==> src/rtl/jsau_pkg.sv <==
// Shared types and constants for the JSON string array unescaper.
package jsau_pkg;

	// Scanner phases
	typedef enum logic [2:0] {
		PH_OUT,
		PH_IN,
		PH_ESC,
		PH_HEX,
		PH_WANT_BS,
		PH_WANT_U,
		PH_LOW_HEX
	} phase_t;

	// Kind of one queued result word
	typedef enum logic [1:0] {
		K_BYTE,
		K_SEND,
		K_DONE,
		K_ERR
	} kind_t;

	// Result slots per input byte: replacement prefix (3), 'u' (1),
	// held digits (3), main group (4), trailing error (1)
	localparam int NSLOT   = 12;
	localparam int MAX_RES = 10;

	typedef struct packed {
		logic [7:0] in_byte;
		logic       msg_last;
	} in_item_t;

	typedef struct packed {
		logic [7:0] out_byte;
		logic       byte_valid;
		logic       string_end;
		logic       array_done;
		logic       parse_error;
		logic       run_last;
	} out_item_t;

	typedef struct packed {
		logic [7:0] data;
		kind_t      kind;
	} slot_t;

	// Scanner state, bracket depth kept apart since its width is parameterized
	typedef struct packed {
		phase_t      phase;
		logic        collecting;
		logic [15:0] code_unit_acc;
		logic [9:0]  high_unit_held;
		logic [1:0]  digit_count;
		logic        finished;
	} scan_st_t;

	// Write strobe for the held hex digit registers
	typedef struct packed {
		logic       we;
		logic [1:0] idx;
	} held_wr_t;

	localparam scan_st_t SCAN_RST = '{
		phase:          PH_OUT,
		collecting:     1'b0,
		code_unit_acc:  16'h0000,
		high_unit_held: 10'h000,
		digit_count:    2'd0,
		finished:       1'b0
	};

endpackage

==> src/rtl/jsau_step.sv <==
// Next-state and result-slot logic for one input byte of the unescaper.
module jsau_step #(
	parameter int DEPTH_LIMIT = 255
) (
	input  jsau_pkg::in_item_t                      item,
	input  jsau_pkg::scan_st_t                      st,
	input  logic [$clog2(DEPTH_LIMIT+1)-1:0]        depth,
	input  logic [2:0][7:0]                         held,
	output jsau_pkg::scan_st_t                      st_nxt,
	output logic [$clog2(DEPTH_LIMIT+1)-1:0]        depth_nxt,
	output jsau_pkg::held_wr_t                      held_wr,
	output jsau_pkg::slot_t [jsau_pkg::NSLOT-1:0]   slots,
	output logic [jsau_pkg::NSLOT-1:0]              slot_en
);

	localparam int DW = $clog2(DEPTH_LIMIT+1);

	localparam logic [7:0] CH_QUOTE  = 8'h22;
	localparam logic [7:0] CH_BSLASH = 8'h5C;
	localparam logic [7:0] CH_LBRK   = 8'h5B;
	localparam logic [7:0] CH_RBRK   = 8'h5D;
	localparam logic [7:0] CH_LC_U   = 8'h75;
	localparam logic [7:0] CH_LC_B   = 8'h62;
	localparam logic [7:0] CH_LC_F   = 8'h66;
	localparam logic [7:0] CH_LC_N   = 8'h6E;
	localparam logic [7:0] CH_LC_R   = 8'h72;
	localparam logic [7:0] CH_LC_T   = 8'h74;
	localparam logic [7:0] CH_BS     = 8'h08;
	localparam logic [7:0] CH_FF     = 8'h0C;
	localparam logic [7:0] CH_LF     = 8'h0A;
	localparam logic [7:0] CH_CR     = 8'h0D;
	localparam logic [7:0] CH_TAB    = 8'h09;

	localparam logic [20:0] CP_REPL     = 21'h00FFFD;
	localparam logic [20:0] CP_SUPP_OFS = 21'h010000;
	localparam logic [15:0] HI_FIRST    = 16'hD800;
	localparam logic [15:0] HI_LAST     = 16'hDBFF;
	localparam logic [15:0] LO_FIRST    = 16'hDC00;
	localparam logic [15:0] LO_LAST     = 16'hDFFF;

	typedef enum logic [2:0] {
		M_NONE,
		M_BYTE,
		M_UTF8,
		M_SEND,
		M_DONE,
		M_ERR
	} main_t;

	typedef struct packed {
		logic [3:0][7:0] b;
		logic [2:0]      len;
	} utf8_t;

	// UTF-8 encoding of one code point, up to four bytes
	function automatic utf8_t utf8_enc(input logic [20:0] cp);
		utf8_t r;
		r = '0;
		if (cp <= 21'h00007F) begin
			r.b[0] = cp[7:0];
			r.len  = 3'd1;
		end else if (cp <= 21'h0007FF) begin
			r.b[0] = {3'b110, cp[10:6]};
			r.b[1] = {2'b10, cp[5:0]};
			r.len  = 3'd2;
		end else if (cp <= 21'h00FFFF) begin
			r.b[0] = {4'b1110, cp[15:12]};
			r.b[1] = {2'b10, cp[11:6]};
			r.b[2] = {2'b10, cp[5:0]};
			r.len  = 3'd3;
		end else begin
			r.b[0] = {5'b11110, cp[20:18]};
			r.b[1] = {2'b10, cp[17:12]};
			r.b[2] = {2'b10, cp[11:6]};
			r.b[3] = {2'b10, cp[5:0]};
			r.len  = 3'd4;
		end
		return r;
	endfunction

	logic [7:0]  c;
	logic        hv_ok;
	logic [3:0]  hv;
	logic [15:0] acc_nxt;
	logic        acc_is_lo;
	logic        acc_is_hi;
	logic [20:0] pair_cp;
	logic        pre_repl;
	logic        u_en;
	logic [1:0]  dig_n;
	main_t       mk;
	logic [7:0]  mb;
	logic [20:0] mcp;
	logic        err_tail;
	logic        do_instr;
	logic        do_esc;
	logic        do_fin;
	utf8_t       repl_enc;
	utf8_t       main_enc;

	assign c = item.in_byte;

	// Hex digit decode
	always_comb begin
		hv_ok = 1'b0;
		hv    = c[3:0];
		if (c >= 8'h30 && c <= 8'h39) begin
			hv_ok = 1'b1;
		end else if ((c >= 8'h61 && c <= 8'h66) || (c >= 8'h41 && c <= 8'h46)) begin
			hv_ok = 1'b1;
			hv    = c[3:0] + 4'd9;
		end
	end

	assign acc_nxt   = {st.code_unit_acc[11:0], hv};
	assign acc_is_lo = (acc_nxt >= LO_FIRST) && (acc_nxt <= LO_LAST);
	assign acc_is_hi = (acc_nxt >= HI_FIRST) && (acc_nxt <= HI_LAST);
	assign pair_cp   = {1'b0, st.high_unit_held, acc_nxt[9:0]} + CP_SUPP_OFS;

	// Scanner: phase dispatch, then shared string / escape / unit-finish handling
	always_comb begin
		st_nxt     = st;
		depth_nxt  = depth;
		held_wr    = '0;
		pre_repl   = 1'b0;
		u_en       = 1'b0;
		dig_n      = 2'd0;
		mk         = M_NONE;
		mb         = c;
		mcp        = CP_REPL;
		err_tail   = 1'b0;
		do_instr   = 1'b0;
		do_esc     = 1'b0;
		do_fin     = 1'b0;

		if (!st.finished) begin
			case (st.phase)
				jsau_pkg::PH_OUT: begin
					if (c == CH_QUOTE) begin
						st_nxt.phase      = jsau_pkg::PH_IN;
						st_nxt.collecting = (depth == DW'(1));
					end else if (c == CH_LBRK) begin
						if (depth >= DW'(DEPTH_LIMIT)) begin
							mk              = M_ERR;
							st_nxt.finished = 1'b1;
						end else begin
							depth_nxt = depth + DW'(1);
						end
					end else if (c == CH_RBRK) begin
						if (depth <= DW'(1)) begin
							depth_nxt       = '0;
							mk              = M_DONE;
							st_nxt.finished = 1'b1;
						end else begin
							depth_nxt = depth - DW'(1);
						end
					end
				end
				jsau_pkg::PH_IN: begin
					do_instr = 1'b1;
				end
				jsau_pkg::PH_ESC: begin
					do_esc = 1'b1;
				end
				jsau_pkg::PH_HEX: begin
					if (!hv_ok) begin
						u_en     = 1'b1;
						dig_n    = st.digit_count;
						do_instr = 1'b1;
					end else if (st.digit_count != 2'd3) begin
						held_wr.we           = 1'b1;
						held_wr.idx          = st.digit_count;
						st_nxt.code_unit_acc = acc_nxt;
						st_nxt.digit_count   = st.digit_count + 2'd1;
					end else begin
						do_fin = 1'b1;
					end
				end
				jsau_pkg::PH_WANT_BS: begin
					if (c == CH_BSLASH) begin
						st_nxt.phase = jsau_pkg::PH_WANT_U;
					end else begin
						pre_repl = 1'b1;
						do_instr = 1'b1;
					end
				end
				jsau_pkg::PH_WANT_U: begin
					if (c == CH_LC_U) begin
						st_nxt.phase         = jsau_pkg::PH_LOW_HEX;
						st_nxt.digit_count   = 2'd0;
						st_nxt.code_unit_acc = '0;
					end else begin
						pre_repl = 1'b1;
						do_esc   = 1'b1;
					end
				end
				jsau_pkg::PH_LOW_HEX: begin
					if (!hv_ok) begin
						pre_repl = 1'b1;
						u_en     = 1'b1;
						dig_n    = st.digit_count;
						do_instr = 1'b1;
					end else if (st.digit_count != 2'd3) begin
						held_wr.we           = 1'b1;
						held_wr.idx          = st.digit_count;
						st_nxt.code_unit_acc = acc_nxt;
						st_nxt.digit_count   = st.digit_count + 2'd1;
					end else if (acc_is_lo) begin
						mk           = M_UTF8;
						mcp          = pair_cp;
						st_nxt.phase = jsau_pkg::PH_IN;
					end else begin
						pre_repl = 1'b1;
						do_fin   = 1'b1;
					end
				end
				default: begin
					st_nxt.phase = jsau_pkg::PH_OUT;
				end
			endcase
		end

		// Plain byte inside a string
		if (do_instr) begin
			if (c == CH_BSLASH) begin
				st_nxt.phase = jsau_pkg::PH_ESC;
			end else if (c == CH_QUOTE) begin
				if (st.collecting) begin
					mk = M_SEND;
				end
				st_nxt.phase      = jsau_pkg::PH_OUT;
				st_nxt.collecting = 1'b0;
			end else begin
				st_nxt.phase = jsau_pkg::PH_IN;
				if (st.collecting) begin
					mk = M_BYTE;
				end
			end
		end

		// Byte after a backslash
		if (do_esc) begin
			st_nxt.phase = jsau_pkg::PH_IN;
			if (st.collecting) begin
				mk = M_BYTE;
				case (c)
					CH_LC_B: mb = CH_BS;
					CH_LC_F: mb = CH_FF;
					CH_LC_N: mb = CH_LF;
					CH_LC_R: mb = CH_CR;
					CH_LC_T: mb = CH_TAB;
					CH_LC_U: begin
						mk                   = M_NONE;
						st_nxt.phase         = jsau_pkg::PH_HEX;
						st_nxt.digit_count   = 2'd0;
						st_nxt.code_unit_acc = '0;
					end
					default: mb = c;
				endcase
			end
		end

		// Complete code unit: hold a high surrogate, otherwise encode
		if (do_fin) begin
			if (acc_is_hi) begin
				st_nxt.high_unit_held = acc_nxt[9:0];
				st_nxt.phase          = jsau_pkg::PH_WANT_BS;
			end else begin
				mk           = M_UTF8;
				mcp          = acc_is_lo ? CP_REPL : {5'b0, acc_nxt};
				st_nxt.phase = jsau_pkg::PH_IN;
			end
		end

		// End of message: flag an array still open after this byte, then reset state
		if (item.msg_last) begin
			err_tail  = !st_nxt.finished;
			st_nxt    = jsau_pkg::SCAN_RST;
			depth_nxt = DW'(1);
		end
	end

	assign repl_enc = utf8_enc(CP_REPL);
	assign main_enc = utf8_enc(mcp);

	// Fixed slot layout; enables pick the words that are really produced
	always_comb begin
		for (int i = 0; i < 3; i++) begin
			slots[i]   = '{data: repl_enc.b[i], kind: jsau_pkg::K_BYTE};
			slot_en[i] = pre_repl;
		end
		slots[3]   = '{data: CH_LC_U, kind: jsau_pkg::K_BYTE};
		slot_en[3] = u_en;
		for (int i = 0; i < 3; i++) begin
			slots[4+i]   = '{data: held[i], kind: jsau_pkg::K_BYTE};
			slot_en[4+i] = u_en && (2'(i) < dig_n);
		end
		for (int i = 0; i < 4; i++) begin
			slots[7+i]   = '{data: main_enc.b[i], kind: jsau_pkg::K_BYTE};
			slot_en[7+i] = (mk == M_UTF8) && (3'(i) < main_enc.len);
		end
		case (mk)
			M_BYTE: begin
				slots[7]   = '{data: mb, kind: jsau_pkg::K_BYTE};
				slot_en[7] = 1'b1;
			end
			M_SEND: begin
				slots[7]   = '{data: 8'h00, kind: jsau_pkg::K_SEND};
				slot_en[7] = 1'b1;
			end
			M_DONE: begin
				slots[7]   = '{data: 8'h00, kind: jsau_pkg::K_DONE};
				slot_en[7] = 1'b1;
			end
			M_ERR: begin
				slots[7]   = '{data: 8'h00, kind: jsau_pkg::K_ERR};
				slot_en[7] = 1'b1;
			end
			default: begin
			end
		endcase
		slots[11]   = '{data: 8'h00, kind: jsau_pkg::K_ERR};
		slot_en[11] = err_tail;
	end

endmodule

==> src/rtl/json_string_array_unescaper.sv <==
// A byte is first taken into the input register; its result words are loaded into the
// result register once that register is free, and the first word is then offered.
// Throughput: one byte per cycle while tx_ready is high and each byte yields at most
// one word; a byte that yields more words (at most 10) holds the input until the single
// result port drains the result register, one word per cycle while tx_ready is high.
// Reset (arst_n low, asynchronous): outside any string, bracket depth one, result
// register empty; no clearing pass.
module json_string_array_unescaper #(
	parameter int DEPTH_LIMIT = 255
) (
	input  logic                clk,
	input  logic                arst_n,
	input  logic                rx_valid,
	output logic                rx_ready,
	input  jsau_pkg::in_item_t  rx_word,
	output logic                tx_valid,
	input  logic                tx_ready,
	output jsau_pkg::out_item_t tx_word
);

	localparam int DW = $clog2(DEPTH_LIMIT+1);
	localparam int SW = $clog2(jsau_pkg::NSLOT);

	logic                                  valid_s1;
	jsau_pkg::in_item_t                    item_s1;
	jsau_pkg::scan_st_t                    st_q;
	logic [DW-1:0]                         depth_q;
	logic [2:0][7:0]                       held_q;
	jsau_pkg::slot_t [jsau_pkg::NSLOT-1:0] slots_q;
	logic [jsau_pkg::NSLOT-1:0]            mask_q;

	jsau_pkg::scan_st_t                    st_nxt;
	logic [DW-1:0]                         depth_nxt;
	jsau_pkg::held_wr_t                    held_wr;
	jsau_pkg::slot_t [jsau_pkg::NSLOT-1:0] slots;
	logic [jsau_pkg::NSLOT-1:0]            slot_en;

	logic [jsau_pkg::NSLOT-1:0] mask_rest;
	logic [SW-1:0]              sel;
	jsau_pkg::slot_t            cur;
	logic                       tx_fire;
	logic                       burst_free;
	logic                       adv_s1;

	jsau_step #(
		.DEPTH_LIMIT(DEPTH_LIMIT)
	) u_step (
		.item      (item_s1),
		.st        (st_q),
		.depth     (depth_q),
		.held      (held_q),
		.st_nxt    (st_nxt),
		.depth_nxt (depth_nxt),
		.held_wr   (held_wr),
		.slots     (slots),
		.slot_en   (slot_en)
	);

	// Handshake: result register frees when its last pending word leaves
	assign mask_rest  = mask_q & (mask_q - jsau_pkg::NSLOT'(1));
	assign tx_valid   = |mask_q;
	assign tx_fire    = tx_valid && tx_ready;
	assign burst_free = (mask_q == '0) || (tx_fire && (mask_rest == '0));
	assign adv_s1     = valid_s1 && burst_free;
	assign rx_ready   = !valid_s1 || adv_s1;

	// Input register
	always_ff @(posedge clk or negedge arst_n) begin
		if (!arst_n) begin
			valid_s1 <= 1'b0;
		end else if (rx_ready) begin
			valid_s1 <= rx_valid;
		end
	end

	always_ff @(posedge clk) begin
		if (rx_ready && rx_valid) begin
			item_s1 <= rx_word;
		end
	end

	// Scanner state and result mask
	always_ff @(posedge clk or negedge arst_n) begin
		if (!arst_n) begin
			st_q    <= jsau_pkg::SCAN_RST;
			depth_q <= DW'(1);
			mask_q  <= '0;
		end else if (adv_s1) begin
			st_q    <= st_nxt;
			depth_q <= depth_nxt;
			mask_q  <= slot_en;
		end else if (tx_fire) begin
			mask_q  <= mask_rest;
		end
	end

	// Payload registers: held hex digits and result words
	always_ff @(posedge clk) begin
		if (adv_s1) begin
			slots_q <= slots;
			if (held_wr.we) begin
				held_q[held_wr.idx] <= item_s1.in_byte;
			end
		end
	end

	// Lowest pending slot drives the output word
	always_comb begin
		sel = '0;
		for (int i = jsau_pkg::NSLOT - 1; i >= 0; i--) begin
			if (mask_q[i]) begin
				sel = SW'(i);
			end
		end
	end

	assign cur                 = slots_q[sel];
	assign tx_word.out_byte    = (cur.kind == jsau_pkg::K_BYTE) ? cur.data : 8'h00;
	assign tx_word.byte_valid  = (cur.kind == jsau_pkg::K_BYTE);
	assign tx_word.string_end  = (cur.kind == jsau_pkg::K_SEND);
	assign tx_word.array_done  = (cur.kind == jsau_pkg::K_DONE);
	assign tx_word.parse_error = (cur.kind == jsau_pkg::K_ERR);
	assign tx_word.run_last    = (mask_rest == '0);

`ifndef SYNTHESIS
	// A message end always returns the scanner to its reset state
	a_msg_end_reset: assert property (@(posedge clk) disable iff (!arst_n)
		(adv_s1 && item_s1.msg_last) |=>
		(st_q.phase == jsau_pkg::PH_OUT && depth_q == DW'(1) && !st_q.finished))
		else $error("scanner not reset after message end");

	// No byte yields more words than the result bound
	a_burst_bound: assert property (@(posedge clk) disable iff (!arst_n)
		adv_s1 |-> ($countones(slot_en) <= jsau_pkg::MAX_RES))
		else $error("too many result words for one byte");

	// Done or error is only reached from outside a string
	a_finished_out: assert property (@(posedge clk) disable iff (!arst_n)
		st_q.finished |-> (st_q.phase == jsau_pkg::PH_OUT))
		else $error("finished while inside a string");

	// A waiting byte is never held while the result register is empty
	a_no_idle_stall: assert property (@(posedge clk) disable iff (!arst_n)
		(valid_s1 && mask_q == '0) |=> !$past(valid_s1) || $past(adv_s1))
		else $error("input held with empty result register");
`endif

endmodule
==> config.mk <==
export PLATFORM = sky130hd
export DESIGN_NAME = json_string_array_unescaper
export DESIGN_NICKNAME = d
export VERILOG_FILES = /design/src/rtl/jsau_pkg.sv /design/src/rtl/jsau_step.sv /design/src/rtl/json_string_array_unescaper.sv
export SDC_FILE = /design/constraint.sdc
export NUM_CORES = 1
export LEC_CHECK = 0
export BUFFER_PORTS_ARGS = -buffer_cell sky130_fd_sc_hd__clkbuf_2
export CAP_MARGIN = 20
export CORE_MARGIN = 8
export CORE_UTILIZATION = 50
export DETAILED_ROUTE_END_ITERATION = 10
export PLACE_DENSITY = 0.73
export SLEW_MARGIN = 40
export SYNTH_ARGS = -nofsm -noshare
export SYNTH_HDL_FRONTEND = slang
export SYNTH_HIERARCHICAL = 1
export SYNTH_SLANG_ARGS = --single-unit
==> constraint.sdc <==
create_clock -name clk -period 8 [get_ports clk]
set_input_delay 1.6 -clock clk [delete_from_list [all_inputs] [get_ports clk]]
set_output_delay 1.6 -clock clk [all_outputs]
set_load 0.01 [all_outputs]
==> results.toml <==
[run_status]
outcome = "finished clean"

[place]
standard_cell_area_after_detailed_placement_mm2 = 0.01160
place.port_buffers = 27
detailedPlacementHpwl_um = 18530
gpl.final_weighted_congestion = 0.8955

[critical_path]
timing.critical_path.slowest_cell_delay_ns = 0.52
crit_path_max_fanout = 34
end_kind = "output port"
crit_top_cell = "a311o_1"
critical_path.n_buffers_inverters = 2
critical_path.top_delay_family = "compound AO/OA/AOI/OAI gates"
crit_type = "reg -> out"
reg2reg_slack_ns = 3.97
worstSetupStartpointType = "flip-flop"
critical_path.cell_chain = "or2_1 > a211oi_2 > and2_1 > buf_4 > mux2_4 > a311o_1 > a311o_1 > a311oi_1 > clkbuf_2"
critical-path-slowest-cell = "a311o_1"
worst_ep_required_time_ns = 6.40
arrival_ns = 4.09

[global_route]
vias_in_the_first_global_route = 8036
grt_use_total = 0.1886
grt_pass1_wl_um = 43670
grt_start_max_net_pins = 99
grt_antenna_before_repair = 0
grt_overflow_total = 0

[sta]
tns_ns = 0
slew_viol_final = 0
setup_viol = 0
timing_worst_slew_pin_value_ns = 0.8984
timing.final.hold_violations = 0
grt_setup_unrepaired = "false"
final.setup_skew_ns = 0.01241
whs_ns = 0.4094
max_freq_ghz = 0.1758
tightest_slew_margin_relative_to_the_limit = 0.3998
timing.final.crit_share = 0.7112
finalCriticalPeriod_ns = 5.690

[yosys]
synth.avg_cell_area_um2 = 10.36
netlist_area_mm2 = 0.01179
synthesis.yosys.warnings = 6
syn-instance-count = 1138

[power_and_ir_drop]
cellPowerDensity_mw_per_mm2 = 279.9
power.static_leakage_uw = 0.004604
total_power_uw = 3456
ir_worst_vdd_v = 0.0001672

[cts]
cts_setup_buffers = 0
tritoncts = "built"
ctsResizeCount = 0
clock_latency_reported_for_the_late_side_of_the_worst_skew_pair_ns = 0.52
cts_inserted_buffers = 22
cts_sinks = 203
ctsRootBufferMaster = "clkbuf_16"
ctsHoldBuffers = 0
cts-htree-levels = 1
clk_pin_slew_worst_paths_ns = 0.06
clock_tree.buffer_depth = 3

[job]
drv.max_cap_violation_count = 0

[hold_path]
worstHoldPathType = "reg -> reg"

[floorplan]
initial_core_util = 0.5055
floorplan.die.width_um = 169.6
dieHeight_um = 169.6
die_area_mm2 = 0.02876
core_footprint_mm2 = 0.02333
placementRows = 56
top_level_ports = 28

[finish]
post_route_cells_drive_above_1_share = 0.1431
layout_commonest_cell = "edfxtp_1"
fillerInstances = 2049
final_cell_mix = "edfxtp_1, nand2_1, nor2_1"
antenna-diode-count = 0
finish.utilization = 0.5292
areaGrowthSynthToFinish_pct = 4.689
nNetsFinal = 1123
post-route-cell-area_mm2 = 0.01235

[routing]
postRouteWirelength_um = 27390
drc = 0
detailed_route_vias_per_instance = 5.910
drt-wirelength-per-cell_um = 19.06
routed_vias = 8493
drt_first_pass_iters = 7
detailedRoute.firstIterationViolations = 820
post_detailed_route_count_of_antenna_violating_nets = 0
path summary, 6_finish.rpt:
| check | start | end | cells past startpoint |
|---|---|---|---|
| worst max-delay path | mask_q[5] | tx_word[5] | 9 |
| worst min-delay path | held_q[0] | slots_q[42] | 0 |
| worst max register to register | item_s1[2] | slots_q[82] | 9 |
| worst min register to register | held_q[0] | slots_q[42] | 0 |
| max in group asynchronous | arst_n | st_q[29] | 2 |
| min in group asynchronous | arst_n | st_q[13] | 2 |
sequential cells by signal, indices dropped and copies added (netlist names):
signal	flops
slots_q	120
st_q	29
held_q	24
mask_q	12
item_s1	9
depth_q	8
valid_s1	1
power breakdown:
group	switching (uW)	internal (uW)
clock network	420	592
registers	80.3	1290
logic	713	360
metrics by stage:
stage               std cells  setup slack [ns]
CTS                      1436             2.224
global route             1437             2.067
floorplan                1201             3.509
detailed placement       1396             2.805
global placement         1395             2.844
finish                   1437             2.310
worst register-to-register path, cell delays in order, from the launching register on:
cell and delay (ns):
edfxtp_1 0.65, inv_1 0.13, ha_1 0.28, nand2b_1 0.20
o211a_1 0.37, o21ai_2 0.69, or2_0 0.66, nor2_1 0.25
or3_1 0.40, a31oi_1 0.22
per-layer routing:
layer / up-vias / global-route usage / wire [um]
met1: 4095 / 0.2572 / 12190
met4: 0 / 0.06772 / 965
met2: 342 / 0.3027 / 12530
li1: 3994 / - / -
met5: - / 0 / 0
met3: 62 / 0.02629 / 1705
cell type report:
cell class              instances  area, um^2  area share
repair buffers                 41       245.2     0.01986
clock buffers                  26       585.6     0.04743
multi-input cells             809        5026      0.4071
flip-flops and latches        203        5847      0.4736
well taps                     319       399.1     0.03233
clock inverters                14       142.6     0.01155
inverters                      25       101.3    0.008208
Power figures use the tool's default switching activity.
